[config.mk]
export PLATFORM = sky130hd
export DESIGN_NAME = windowed_frame_rate_meter_flat
export DESIGN_NICKNAME = d
export VERILOG_FILES = /design/src/sv/wfrm_pkg.sv /design/src/sv/wfrm_if.sv /design/src/sv/windowed_frame_rate_meter.sv /design/src/flat_wrapper.sv
export SDC_FILE = /design/constraint.sdc
export NUM_CORES = 1
export LEC_CHECK = 0
export ABC_CLOCK_PERIOD_IN_PS = 8300
export BUFFER_PORTS_ARGS = -buffer_cell sky130_fd_sc_hd__buf_2
export CAP_MARGIN = 20
export CORE_MARGIN = 8
export CORE_UTILIZATION = 55
export CTS_CLUSTER_DIAMETER = 200
export DETAILED_ROUTE_END_ITERATION = 8
export PLACE_DENSITY = 0.79
export SLEW_MARGIN = 15
export SYNTH_ARGS = -nofsm -noshare
export SYNTH_HDL_FRONTEND = slang
export SYNTH_SLANG_ARGS = --single-unit
[constraint.sdc]
create_clock -name clk_i -period 8.3 [get_ports clk_i]
set_input_delay 1.245 -clock clk_i [delete_from_list [all_inputs] [get_ports clk_i]]
set_output_delay 1.245 -clock clk_i [all_outputs]
set_load 0.02 [all_outputs]
[src/sv/wfrm_pkg.sv]
// ----------------------------------------------------------------------------
// wfrm_pkg: shared constants and helpers of the windowed frame rate meter
// sizes of the timestamp ring, field widths and the ring index arithmetic
// ----------------------------------------------------------------------------
package wfrm_pkg;

  localparam int unsigned DEPTH      = 16;
  localparam int unsigned STAMP_BITS = 48;
  localparam int unsigned IDX_W      = $clog2(DEPTH);
  localparam int unsigned CNT_W      = $clog2(DEPTH + 1);
  localparam int unsigned RATE_W     = 36;
  localparam int unsigned STEP_W     = $clog2(STAMP_BITS);

  localparam logic [CNT_W-1:0]      LEN_RESET      = CNT_W'(DEPTH);
  localparam logic [CNT_W-1:0]      LEN_MIN        = CNT_W'(2);
  localparam logic [RATE_W-1:0]     US_PER_SEC_Q16 = RATE_W'(64'd65536000000);
  localparam logic [RATE_W-1:0]     RATE_SAT       = '1;
  localparam logic [STEP_W-1:0]     LAST_STEP      = STEP_W'(STAMP_BITS - 1);

  // clamp the programmed window length to 2..DEPTH
  function automatic logic [CNT_W-1:0] eff_len(input logic [CNT_W-1:0] wl);
    logic [CNT_W-1:0] n;
    n = wl;
    if (n < LEN_MIN) n = LEN_MIN;
    if (n > LEN_RESET) n = LEN_RESET;
    return n;
  endfunction

  // next ring slot, wrapping at the window length
  function automatic logic [IDX_W-1:0] ring_adv(input logic [IDX_W-1:0] idx,
                                                input logic [CNT_W-1:0] len);
    logic [CNT_W-1:0] nxt;
    nxt = CNT_W'(idx) + CNT_W'(1);
    return (nxt >= len) ? '0 : IDX_W'(nxt);
  endfunction

endpackage

[src/sv/wfrm_if.sv]
// ----------------------------------------------------------------------------
// wfrm interfaces: request channels of the windowed frame rate meter
// frame timestamps in, measurement results out, window length writes
// ----------------------------------------------------------------------------
interface wfrm_stamp_if
  import wfrm_pkg::*;
();
  logic                  valid;
  logic                  ready;
  logic [STAMP_BITS-1:0] timestamp_us;
  modport source (output valid, output timestamp_us, input ready);
  modport sink   (input valid, input timestamp_us, output ready);
endinterface

interface wfrm_result_if
  import wfrm_pkg::*;
();
  logic                  valid;
  logic                  ready;
  logic [CNT_W-1:0]      frames_in_window;
  logic [STAMP_BITS-1:0] avg_period_us;
  logic [RATE_W-1:0]     rate_fps_q16;
  logic                  rate_valid;
  modport source (output valid, output frames_in_window, output avg_period_us,
                  output rate_fps_q16, output rate_valid, input ready);
  modport sink   (input valid, input frames_in_window, input avg_period_us,
                  input rate_fps_q16, input rate_valid, output ready);
endinterface

interface wfrm_cfg_if
  import wfrm_pkg::*;
();
  logic             valid;
  logic             ready;
  logic [CNT_W-1:0] window_len;
  modport source (output valid, output window_len, input ready);
  modport sink   (input valid, input window_len, output ready);
endinterface

[src/sv/windowed_frame_rate_meter.sv]
// ----------------------------------------------------------------------------
// windowed_frame_rate_meter: moving window frame period and rate
// averages frame timestamps over a ring of the last window_len arrivals
// ----------------------------------------------------------------------------
// sequence: a lone frame goes straight to the output; otherwise ring read,
//   subtract, a 48-step period division, a 48-step rate division unless the
//   period is zero, output; one frame request at a time on the single shared
//   restoring divider, the next taken once the result is in the output register
// reset: window length returns to 16, the window is emptied, no result pending;
//   the ring contents are not cleared, only slots written since are ever read
module windowed_frame_rate_meter
  import wfrm_pkg::*;
(
  input  logic         clk_i,
  input  logic         rst_ni,
  wfrm_stamp_if.sink   in_i,
  wfrm_result_if.source out_o,
  wfrm_cfg_if.sink     cfg_i
);

  // sequencer codes
  localparam logic [2:0] ST_IDLE = 3'd0; // waiting for a frame or a config write
  localparam logic [2:0] ST_READ = 3'd1; // fetch oldest timestamp from the ring
  localparam logic [2:0] ST_SUB  = 3'd2; // newest minus oldest, start period division
  localparam logic [2:0] ST_DIV  = 3'd3; // one quotient bit per cycle
  localparam logic [2:0] ST_FIN  = 3'd4; // hand result to the output register

  // control state
  logic [2:0]        state_q, state_d;
  logic [CNT_W-1:0]  wlen_q, wlen_d;
  logic [IDX_W-1:0]  head_q, head_d;
  logic [IDX_W-1:0]  tail_q, tail_d;
  logic [CNT_W-1:0]  count_q, count_d;
  logic [STEP_W-1:0] step_q, step_d;
  logic              pass_q, pass_d;    // 0: period division, 1: rate division
  logic              out_vld_q, out_vld_d;

  // payload / datapath registers
  logic [STAMP_BITS-1:0] ring_mem [DEPTH];
  logic [STAMP_BITS-1:0] newest_q;
  logic [STAMP_BITS-1:0] oldest_q;
  logic [STAMP_BITS-1:0] acc_q, acc_d;   // dividend shifting out, quotient shifting in
  logic [STAMP_BITS-1:0] rem_q, rem_d;
  logic [STAMP_BITS-1:0] dvs_q, dvs_d;
  logic [STAMP_BITS-1:0] per_q, per_d;
  logic [RATE_W-1:0]     rate_q, rate_d;
  logic                  rvld_q, rvld_d;
  logic [CNT_W-1:0]      o_frames_q;
  logic [STAMP_BITS-1:0] o_period_q;
  logic [RATE_W-1:0]     o_rate_q;
  logic                  o_rvld_q;

  logic [CNT_W-1:0] len;
  logic             in_take;
  logic             cfg_take;
  logic             out_load;
  logic             ring_full;
  logic [STAMP_BITS:0]   trial;
  logic                  q_bit;
  logic [STAMP_BITS-1:0] rem_step;
  logic [STAMP_BITS-1:0] acc_step;

  assign len       = eff_len(wlen_q);
  assign ring_full = (count_q == len);

  // config writes and frames are only taken between frames; config wins
  assign cfg_i.ready = (state_q == ST_IDLE);
  assign in_i.ready  = (state_q == ST_IDLE) && !cfg_i.valid;
  assign cfg_take    = cfg_i.valid && cfg_i.ready;
  assign in_take     = in_i.valid && in_i.ready;

  // output register frees itself as the sink takes it
  assign out_load = (state_q == ST_FIN) && (!out_vld_q || out_o.ready);

  // shared restoring divider step
  assign trial    = {rem_q, acc_q[STAMP_BITS-1]} - {1'b0, dvs_q};
  assign q_bit    = !trial[STAMP_BITS];
  assign rem_step = q_bit ? trial[STAMP_BITS-1:0]
                          : {rem_q[STAMP_BITS-2:0], acc_q[STAMP_BITS-1]};
  assign acc_step = {acc_q[STAMP_BITS-2:0], q_bit};

  always_comb begin
    state_d   = state_q;
    wlen_d    = wlen_q;
    head_d    = head_q;
    tail_d    = tail_q;
    count_d   = count_q;
    step_d    = step_q;
    pass_d    = pass_q;
    out_vld_d = out_vld_q;
    acc_d     = acc_q;
    rem_d     = rem_q;
    dvs_d     = dvs_q;
    per_d     = per_q;
    rate_d    = rate_q;
    rvld_d    = rvld_q;

    if (out_vld_q && out_o.ready) begin
      out_vld_d = 1'b0;
    end

    case (state_q)
      ST_IDLE: begin
        if (cfg_take) begin
          // a new window length also empties the window
          wlen_d  = cfg_i.window_len;
          head_d  = '0;
          tail_d  = '0;
          count_d = '0;
        end else if (in_take) begin
          // drop the oldest stamp first when the window is full
          if (ring_full) begin
            head_d = ring_adv(head_q, len);
          end else begin
            count_d = count_q + CNT_W'(1);
          end
          tail_d = ring_adv(tail_q, len);
          per_d  = '0;
          rate_d = '0;
          rvld_d = 1'b0;
          // lone frame: nothing to average
          state_d = (ring_full || count_q != '0) ? ST_READ : ST_FIN;
        end
      end
      ST_READ: begin
        state_d = ST_SUB;
      end
      ST_SUB: begin
        acc_d   = newest_q - oldest_q;
        rem_d   = '0;
        dvs_d   = STAMP_BITS'(count_q - CNT_W'(1));
        step_d  = '0;
        pass_d  = 1'b0;
        rvld_d  = 1'b1;
        state_d = ST_DIV;
      end
      ST_DIV: begin
        acc_d  = acc_step;
        rem_d  = rem_step;
        step_d = step_q + STEP_W'(1);
        if (step_q == LAST_STEP) begin
          if (!pass_q) begin
            per_d = acc_step;
            if (acc_step == '0) begin
              // zero period saturates the rate
              rate_d  = RATE_SAT;
              state_d = ST_FIN;
            end else begin
              acc_d  = STAMP_BITS'(US_PER_SEC_Q16);
              rem_d  = '0;
              dvs_d  = acc_step;
              step_d = '0;
              pass_d = 1'b1;
            end
          end else begin
            rate_d  = acc_step[RATE_W-1:0];
            state_d = ST_FIN;
          end
        end
      end
      ST_FIN: begin
        if (out_load) begin
          out_vld_d = 1'b1;
          state_d   = ST_IDLE;
        end
      end
      default: begin
        state_d = ST_IDLE;
      end
    endcase
  end

  always_ff @(posedge clk_i or negedge rst_ni) begin
    if (!rst_ni) begin
      state_q   <= ST_IDLE;
      wlen_q    <= LEN_RESET;
      head_q    <= '0;
      tail_q    <= '0;
      count_q   <= '0;
      step_q    <= '0;
      pass_q    <= 1'b0;
      out_vld_q <= 1'b0;
    end else begin
      state_q   <= state_d;
      wlen_q    <= wlen_d;
      head_q    <= head_d;
      tail_q    <= tail_d;
      count_q   <= count_d;
      step_q    <= step_d;
      pass_q    <= pass_d;
      out_vld_q <= out_vld_d;
    end
  end

  // ring store: one write on accept, one registered read of the oldest slot
  always_ff @(posedge clk_i) begin
    if (in_take) begin
      ring_mem[tail_q] <= in_i.timestamp_us;
      newest_q         <= in_i.timestamp_us;
    end
    if (state_q == ST_READ) begin
      oldest_q <= ring_mem[head_q];
    end
  end

  always_ff @(posedge clk_i) begin
    acc_q  <= acc_d;
    rem_q  <= rem_d;
    dvs_q  <= dvs_d;
    per_q  <= per_d;
    rate_q <= rate_d;
    rvld_q <= rvld_d;
    if (out_load) begin
      o_frames_q <= count_q;
      o_period_q <= per_q;
      o_rate_q   <= rate_q;
      o_rvld_q   <= rvld_q;
    end
  end

  assign out_o.valid            = out_vld_q;
  assign out_o.frames_in_window = o_frames_q;
  assign out_o.avg_period_us    = o_period_q;
  assign out_o.rate_fps_q16     = o_rate_q;
  assign out_o.rate_valid       = o_rvld_q;

  // fill level never exceeds the window
  a_count_le_len: assert property (@(posedge clk_i) disable iff (!rst_ni)
    count_q <= len)
    else $error("stamp count above window length");

  // ring pointers stay inside the window
  a_idx_in_len: assert property (@(posedge clk_i) disable iff (!rst_ni)
    (CNT_W'(head_q) < len) && (CNT_W'(tail_q) < len))
    else $error("ring pointer outside window");

  // an empty or full window has head and tail on the same slot
  a_empty_full_aligned: assert property (@(posedge clk_i) disable iff (!rst_ni)
    (count_q == '0 || count_q == len) |-> (head_q == tail_q))
    else $error("head and tail disagree with fill level");

  // a result without a rate comes only from a lone frame
  a_lone_frame: assert property (@(posedge clk_i) disable iff (!rst_ni)
    (out_vld_q && !o_rvld_q) |-> (o_frames_q == CNT_W'(1)))
    else $error("rate invalid with more than one frame");

endmodule

[src/flat_wrapper.sv]
// flat-port wrapper written by rule: the top's interface ports become plain ports
module windowed_frame_rate_meter_flat import wfrm_pkg::*;
  (clk_i, rst_ni, in_i_valid, in_i_timestamp_us, in_i_ready, out_o_valid, out_o_frames_in_window, out_o_avg_period_us, out_o_rate_fps_q16, out_o_rate_valid, out_o_ready, cfg_i_valid, cfg_i_window_len, cfg_i_ready);
  wfrm_stamp_if in_i_i ();
  wfrm_result_if out_o_i ();
  wfrm_cfg_if cfg_i_i ();
  input  logic clk_i;
  input  logic rst_ni;
  input wire logic [$bits(in_i_i.valid)-1:0] in_i_valid;
  input wire logic [$bits(in_i_i.timestamp_us)-1:0] in_i_timestamp_us;
  output wire logic [$bits(in_i_i.ready)-1:0] in_i_ready;
  output wire logic [$bits(out_o_i.valid)-1:0] out_o_valid;
  output wire logic [$bits(out_o_i.frames_in_window)-1:0] out_o_frames_in_window;
  output wire logic [$bits(out_o_i.avg_period_us)-1:0] out_o_avg_period_us;
  output wire logic [$bits(out_o_i.rate_fps_q16)-1:0] out_o_rate_fps_q16;
  output wire logic [$bits(out_o_i.rate_valid)-1:0] out_o_rate_valid;
  input wire logic [$bits(out_o_i.ready)-1:0] out_o_ready;
  input wire logic [$bits(cfg_i_i.valid)-1:0] cfg_i_valid;
  input wire logic [$bits(cfg_i_i.window_len)-1:0] cfg_i_window_len;
  output wire logic [$bits(cfg_i_i.ready)-1:0] cfg_i_ready;
  assign in_i_i.valid = in_i_valid;
  assign in_i_i.timestamp_us = in_i_timestamp_us;
  assign in_i_ready = in_i_i.ready;
  assign out_o_valid = out_o_i.valid;
  assign out_o_frames_in_window = out_o_i.frames_in_window;
  assign out_o_avg_period_us = out_o_i.avg_period_us;
  assign out_o_rate_fps_q16 = out_o_i.rate_fps_q16;
  assign out_o_rate_valid = out_o_i.rate_valid;
  assign out_o_i.ready = out_o_ready;
  assign cfg_i_i.valid = cfg_i_valid;
  assign cfg_i_i.window_len = cfg_i_window_len;
  assign cfg_i_ready = cfg_i_i.ready;
  windowed_frame_rate_meter u_core (.clk_i(clk_i), .rst_ni(rst_ni), .in_i(in_i_i), .out_o(out_o_i), .cfg_i(cfg_i_i));
endmodule
==> results of run 1 <==
cell usage after synthesis, types with 6 or more instances:
cell type	number	area [µm²]
nor4_1	18	113
dfrtp_1	28	701
a211oi_1	17	128
o22ai_1	32	200
nor2b_1	14	87.6
nand3b_1	7	52.6
o21ai_1	11	55.1
mux4_2	240	5410
nand4_1	21	131
or3_1	9	56.3
nor2_1	128	480
o21bai_1	11	82.6
nor3_1	33	165
a21o_1	61	458
xor2_1	46	403
and3_1	18	113
o41ai_1	8	70.1
o31ai_1	6	45.0
a31oi_1	17	106
a21oi_1	147	736
xnor2_1	40	350
nand3_1	44	220
edfxtp_1	1183	35500
inv_1	199	747
o211ai_1	9	67.6
mux2i_1	44	440
o21ai_0	95	475
and2_1	28	175
ha_1	113	1410
nand2_1	208	781
nor3b_1	10	75.1
nand2b_1	22	138
buf_1	28	105
o21a_1	14	105
buf_2	23	115
clkbuf_1	90	338
sequential cells by signal (all words and copies together), names as in the netlist, 6 cells and up:
signal	cells
u_core.acc_q	48
u_core.dvs_q	48
u_core.newest_q	48
u_core.oldest_q	48
u_core.out_o.avg_period_us	48
u_core.out_o.rate_fps_q16	36
u_core.per_q	48
u_core.rate_q	36
u_core.rem_q	48
u_core.ring_mem	768
u_core.step_q	6
kinds of logic after synthesis:
group,after synthesis
fa+ha+maj,115
flops,1212
simple gates,580
mux,288
xor+xnor,86
compound gates,502
buf+inv,344
where the power goes:
| part | switching (mW) | total [mW] | internal [mW] |
|---|---|---|---|
| sequential | 0.290 | 7.55 | 7.26 |
| combinational | 2.34 | 4.09 | 1.75 |
| clock | 2.37 | 5.44 | 3.07 |
layer usage:
layer	wire length, µm	share of wire, %
met4	3730	3.1
met5	13	0.011
met2	60100	49
met1	48200	40
met3	9780	8.0
metrics by stage:
step | power [mW] | cells | cell area [µm²] | hold WS [ns]
4_1_cts | 17.1 | 4646 | 57800 | 0.417
3_5_place_dp | 11.7 | 4422 | 53800 | 0.405
5_1_grt | 17.7 | 4647 | 57800 | 0.420
3_3_place_gp | 11.6 | 4422 | 53800 | 0.402
6_report | 17.1 | 4647 | 57800 | 0.416
2_1_floorplan | 10.6 | 3127 | 51700 | 0.400
critical path: stages, from the launching register on:
cell     delay (ns)
dfrtp_1        0.46
inv_1          0.13
nand2_1        0.26
inv_4          0.51
buf_4          0.74
and2_4         0.97
nand2_1        0.25
o21ai_4        0.46
buf_4          0.43
placed cells by master, fill, tap and decap left out, drive strengths merged, types with 7 or more instances in the layout:
| cell type | synthesis | final |
|---|---|---|
| clkinv | 0 | 51 |
| nor3b | 11 | 11 |
| nor4 | 18 | 18 |
| mux2i | 44 | 44 |
| clkinvlp | 0 | 11 |
| xor2 | 46 | 46 |
| mux4 | 240 | 240 |
| nand2b | 22 | 22 |
| or3 | 12 | 12 |
| xnor2 | 40 | 40 |
| nand3 | 44 | 44 |
| nor2 | 128 | 128 |
| nand4 | 21 | 21 |
| o21ai | 106 | 106 |
| and3 | 18 | 18 |
| o31ai | 7 | 7 |
| a21o | 61 | 61 |
| nor2b | 14 | 14 |
| o22ai | 32 | 32 |
| a21oi | 151 | 151 |
| o41ai | 8 | 8 |
| nand3b | 7 | 7 |
| a211oi | 18 | 18 |
| bufinv | 0 | 13 |
| o21a | 14 | 14 |
| buf | 55 | 186 |
| o211ai | 10 | 10 |
| clkbuf | 90 | 143 |
| nor3 | 33 | 33 |
| o21bai | 11 | 11 |
| a31oi | 18 | 18 |
| edfxtp | 1183 | 1183 |
| and2 | 29 | 29 |
| inv | 199 | 205 |
| ha | 113 | 113 |
| dfrtp | 28 | 28 |
| nand2 | 209 | 209 |
how the worst min path moves through the flow:
stage                                 start                              to
after floorplan             u_core.per_q[0]   u_core.out_o.avg_period_us[0]
after global placement    u_core.rate_q[15]   u_core.out_o.rate_fps_q16[15]
after detailed placement   u_core.per_q[33]  u_core.out_o.avg_period_us[33]
after CTS                  u_core.rate_q[5]    u_core.out_o.rate_fps_q16[5]
after global routing      u_core.rate_q[21]   u_core.out_o.rate_fps_q16[21]
final                      u_core.rate_q[5]    u_core.out_o.rate_fps_q16[5]
final cells by class:
cell class	instances	area share (%)
timing repair buffer	186	1.79
inverter	199	1.30
clock buffer	143	5.31
sequential	1212	62.7
antenna	1	0.00433
tap	1254	2.71
multi-input combinational	1571	24.6
clock inverter	81	1.60
==> results.ini, run 1 <==
[routing]
post_drt_wl_per_cell_um = 26.2
dr_total_vias = 28800
wl_mm = 122
first_pass_iters = 7
drtAntennaViolNets = 0
vias_per_cell = 6.21
drcViolationCount = 0
drt_iter0_markers = 3314

[grt]
grt.met3_usage_pct = 3.74
grt_max_degree = 131
grt_pass1_vias = 28700
use_met1_pct = 31.1
grtUsageTotal_pct = 23.1
grt_pass1_wl_mm = 181
grt-ovfl-total = 0
top_usage_layer = met2
grt_antenna_before_repair = 3
met2_usage_pct = 38.8

[sta]
slew_headroom_pct = 16.5
min_period_ns = 4.66
setup_violations = 0
final_max_slew_viol_count = 0
setup_tns_ns = 0
rsz0062_at_grt = no
tightest_slew_ns = 1.24
timing.final.hold_violations = 0
skew_ns = 0.0618
max_freq_mhz = 215
period_share_pct = 56.1
worst_slack_ns = 3.64

[yosys]
synthMuxAreaShare_pct = 11.4
synth-xor-area-share_pct = 1.46
syn-instance-count = 3127
synth_ff_type = edfxtp_1
syn-cell-area_mm2 = 0.0517
synth_top_family_by_area = multiplexers
synthAdderAreaFrac_pct = 2.81
synth_edf_count = 1183
seq_area_frac_synth_pct = 70.1
synth_cell_types = 87
synth-compound-area-share_pct = 6.29
syn_nets = 3300
yosysWarnings = 0
async_reset_ff_share_pct = 2.39
syn_avg_cell_area_um2 = 16.5
ys_ff_latch = 1212
synth-simple-area-share_pct = 5.33

[setup_path]
worstSetupPathType = flop to flop
regToRegSetupSlack_ns = 3.64
r2r_end = u_core.rate_q[29]
r2r_cells = 8
crit_path_max_fanout = 101
startpoint = u_core.state_q[2]
end_kind = flop
worstPathRequired_ns = 8.64
cp-start-kind = flop
cp.arrival_ns = 5.00
critPathCapture = u_core.rate_q[29]
reg2reg_from = u_core.state_q[2]

[cells_and_area]
seq_area_mm2 = 0.0363
fin_nets = 3462
fillers = 6504
drive_above_1_share_pct = 19.6
fin_util_pct = 62.0
multi_input_area_mm2 = 0.0142
syn2layout_area_growth_pct = 11.8

[die]
die_w_um = 323
io_pins = 151
core_mm2 = 0.0932
die_area_mm2 = 0.104
fp.dieH_um = 323
rows = 112
initial_core_util_pct = 55.5

[cts]
numCtsBuffers = 119
clock_latency_ns = 0.74
postCtsSetupBuffers = 0
clock_path_buffers = 3
h-tree-depth = 3
cts_sinks = 1212
post_cts_resized = 0
cts_tree = yes
cts_hold_buf = 0
cts_root_buffer = clkbuf_16
clkTransAtPathRegs_ns = 0.07

[power_and_ir_drop]
ir_drop_uv = 338
power_leakage_nw = 20.2
p_per_area_mw_per_mm2 = 295

[placed_design]
post-place-ws_ns = 3.66
place.gp.congestion = 0.971
portBuffers = 150
hpwlAfterDp_mm = 75.3

[flow_run]
maxCapViolations = 0

[outcome]
outcome = finished, final reports clean

[worst_hold_path]
hold-path-cell-count = 0
hold_class = flop to flop

Note: power is estimated with default switching activity, not from simulation.
==> run 2, diff against run 1 <==
ABC_CLOCK_PERIOD_IN_PS = 4100   (was 8300)
PLACE_DENSITY = 0.82   (was 0.79)
clock period = 4.1 ns   (was 8.3 ns; I/O delays follow)
==> results.ini, run 2 (synthesis gave the netlist of run 1 again) <==
[power_and_ir_drop]
p_comb_share_pct = 24.5  ; +0.6 points
power_leakage_nw = 20.3  ; +0.63%
power.share.clock_pct = 30.5  ; -1.4 points
switching_share_pct = 29.2  ; -0.12 points
ir_drop_uv = 414  ; +23%
p_per_area_mw_per_mm2 = 586  ; +98%
internal-power_mw = 24.1  ; +100%
switching_power_mw = 9.93  ; +99%
seqPwrFrac_pct = 45.1  ; +0.9 points

[die]
die_area_mm2 = 0.104  ; unchanged
io_pins = 151  ; unchanged
initial_core_util_pct = 55.5  ; unchanged
fp.dieH_um = 323  ; unchanged
rows = 112  ; unchanged
core_mm2 = 0.0932  ; unchanged
die_w_um = 323  ; unchanged

[cts]
clock_path_buffers = 3  ; unchanged
clock_latency_ns = 0.72  ; -0.02 ns
h-tree-depth = 3  ; unchanged
cts_tree = yes
clkTransAtPathRegs_ns = 0.06  ; about the same
numCtsBuffers = 115  ; -3.4%
cts_sinks = 1212  ; unchanged
postCtsSetupBuffers = 0  ; unchanged
cts_root_buffer = clkbuf_16

[setup_path]
crit_buf_inv = 3  ; -1
worstPathRequired_ns = 4.44  ; -4.20 ns
regToRegSetupSlack_ns = 0.29  ; -3.35 ns
path_cells = inv_1 -> ha_1 -> inv_1 -> fa_1 -> a211oi_2 -> o211ai_2 -> a41oi_2 -> or3_4 -> a21oi_4 -> a221o_1 -> o31ai_4 -> nand2_1 -> a21oi_4 -> buf_12
cp.arrival_ns = 4.16  ; -0.84 ns
crit_path_max_fanout = 48  ; -52%
path_delay_family = compound AO/OA/AOI/OAI gates
cp-start-kind = flop
critical-path-slowest-cell = fa_1
worstSetupPathType = flop to flop
end_kind = flop
slowest_delay_ns = 0.43  ; -0.54 ns

[flow_run]
maxCapViolations = 0  ; unchanged

[sta]
min_period_ns = 3.81  ; -0.846 ns
skew_ns = 0.0591  ; -0.00266 ns
slew_headroom_pct = 25.4  ; +9.0 points
max_freq_mhz = 262  ; +22%
rsz0062_at_grt = no
final_max_slew_viol_count = 0  ; unchanged
setup_tns_ns = 0  ; unchanged
setup_violations = 0  ; unchanged
period_share_pct = 93.0  ; +37 points
timing.final.hold_violations = 0  ; unchanged
tightest_slew_ns = 1.12  ; -0.121 ns

[cells_and_area]
final_cell_count_no_fill = 4674  ; +0.58%
syn2layout_area_growth_pct = 12.5
layout_common_cells = edfxtp_1 (1,183), mux4_2 (240), nand2_1 (207)
fin_nets = 3492  ; +0.87%
largest_reg_flops = 768  ; unchanged
layout.cells.most_common = edfxtp_1
regMostFlops = u_core.ring_mem
drive_above_1_share_pct = 20.3  ; +0.68 points

[routing]
drt_iter0_markers = 3770  ; +14%
drcViolationCount = 0  ; unchanged
first_pass_iters = 6  ; -1
dr_total_vias = 29600  ; +2.6%
vias_per_cell = 6.33  ; +2.0%
wl_mm = 129  ; +5.7%
post_drt_wl_per_cell_um = 27.6  ; +5.1%
drtAntennaViolNets = 0  ; unchanged

[worst_hold_path]
hold_class = input pin to flop

[placed_design]
place.gp.congestion = 0.928  ; -4.5%
portBuffers = 150  ; unchanged
hpwlAfterDp_mm = 77.8  ; +3.4%
place_inst = 4455  ; +0.75%

[grt]
grt_antenna_before_repair = 12  ; +9
grt_max_degree = 71  ; -46%
grtUsageTotal_pct = 24.3  ; +1.2 points
grt_pass1_wl_mm = 188  ; +4.2%
grt-ovfl-total = 0  ; unchanged
grt_pass1_vias = 29400  ; +2.3%

[outcome]
outcome = finished, final reports clean

[run 2: tightest hold or removal path: cells and delay by family]
family	cells	cell delay, ns
AO/OA/AOI/OAI	1	0.07
AND/OR/NAND/NOR	1	0.04
buffers and inverters	1	0.08
[run 2: power groups by stage]
stage	sequential [mW]	clock, mW	combinational, mW
2_1_floorplan	15.2	0	6.19
4_1_cts	15.3	10.5	8.29
3_5_place_dp	15.6	0	8.18
3_3_place_gp	15.6	0	8.01
5_1_grt	15.4	10.9	9.00
6_report	15.3	10.4	8.34
[run 2: per-stage QoR]
stage | instance area [µm²] | util, % | setup slack (ns) | hold slack, ns | power (mW)
4_1_cts | 58100 | 62.4 | 0.255 | 0.110 | 34.1
5_1_grt | 58100 | 62.4 | 0.0911 | 0.136 | 35.3
3_3_place_gp | 54400 | 58.4 | 0.386 | 0.403 | 23.6
3_5_place_dp | 54400 | 58.4 | 0.285 | 0.405 | 23.7
6_report | 58100 | 62.4 | 0.286 | 0.144 | 34.1
2_1_floorplan | 51700 | - | -0.496 | 0.319 | 21.4
[run 2: worst paths after layout]
kind,startpoint,to,depth (start not counted)
worst max-delay path,u_core.acc_q[47],u_core.dvs_q[6],14
min in group asynchronous,rst_ni,u_core.step_q[0],2
worst min-delay path,cfg_i_window_len[4],u_core.wlen_q[4],3
worst max register to register,u_core.acc_q[47],u_core.dvs_q[6],14
max in group asynchronous,rst_ni,u_core.head_q[1],2
worst min register to register,u_core.per_q[28],u_core.out_o.avg_period_us[28],0
[run 2: metal layers]
metal | wire [µm] | vias up | GRT usage, %
met5 | 40 | - | 0
met4 | 5160 | 6 | 10.2
met3 | 12900 | 302 | 5.49
met2 | 63000 | 1712 | 40.4
met1 | 47700 | 15000 | 31.1
li1 | - | 12600 | -
[run 2: timing repair]
item                                    4_1_cts  5_1_grt
endpoints found under the setup margin        0        4
hold buffers                                  1        0
hold endpoints to repair                     11        0
gates resized for setup                       0        1
[run 2: area by class of cell]
cell class | count | area [µm²]
Sequential cell | 1212 | 36300
Fill cell | 6296 | 35100
Multi-Input combinational cell | 1571 | 14200
Clock buffer | 138 | 3000
Timing Repair Buffer | 220 | 1640
Tap cell | 1254 | 1570
Inverter | 199 | 751
Clock inverter | 72 | 688
Antenna cell | 8 | 20.0
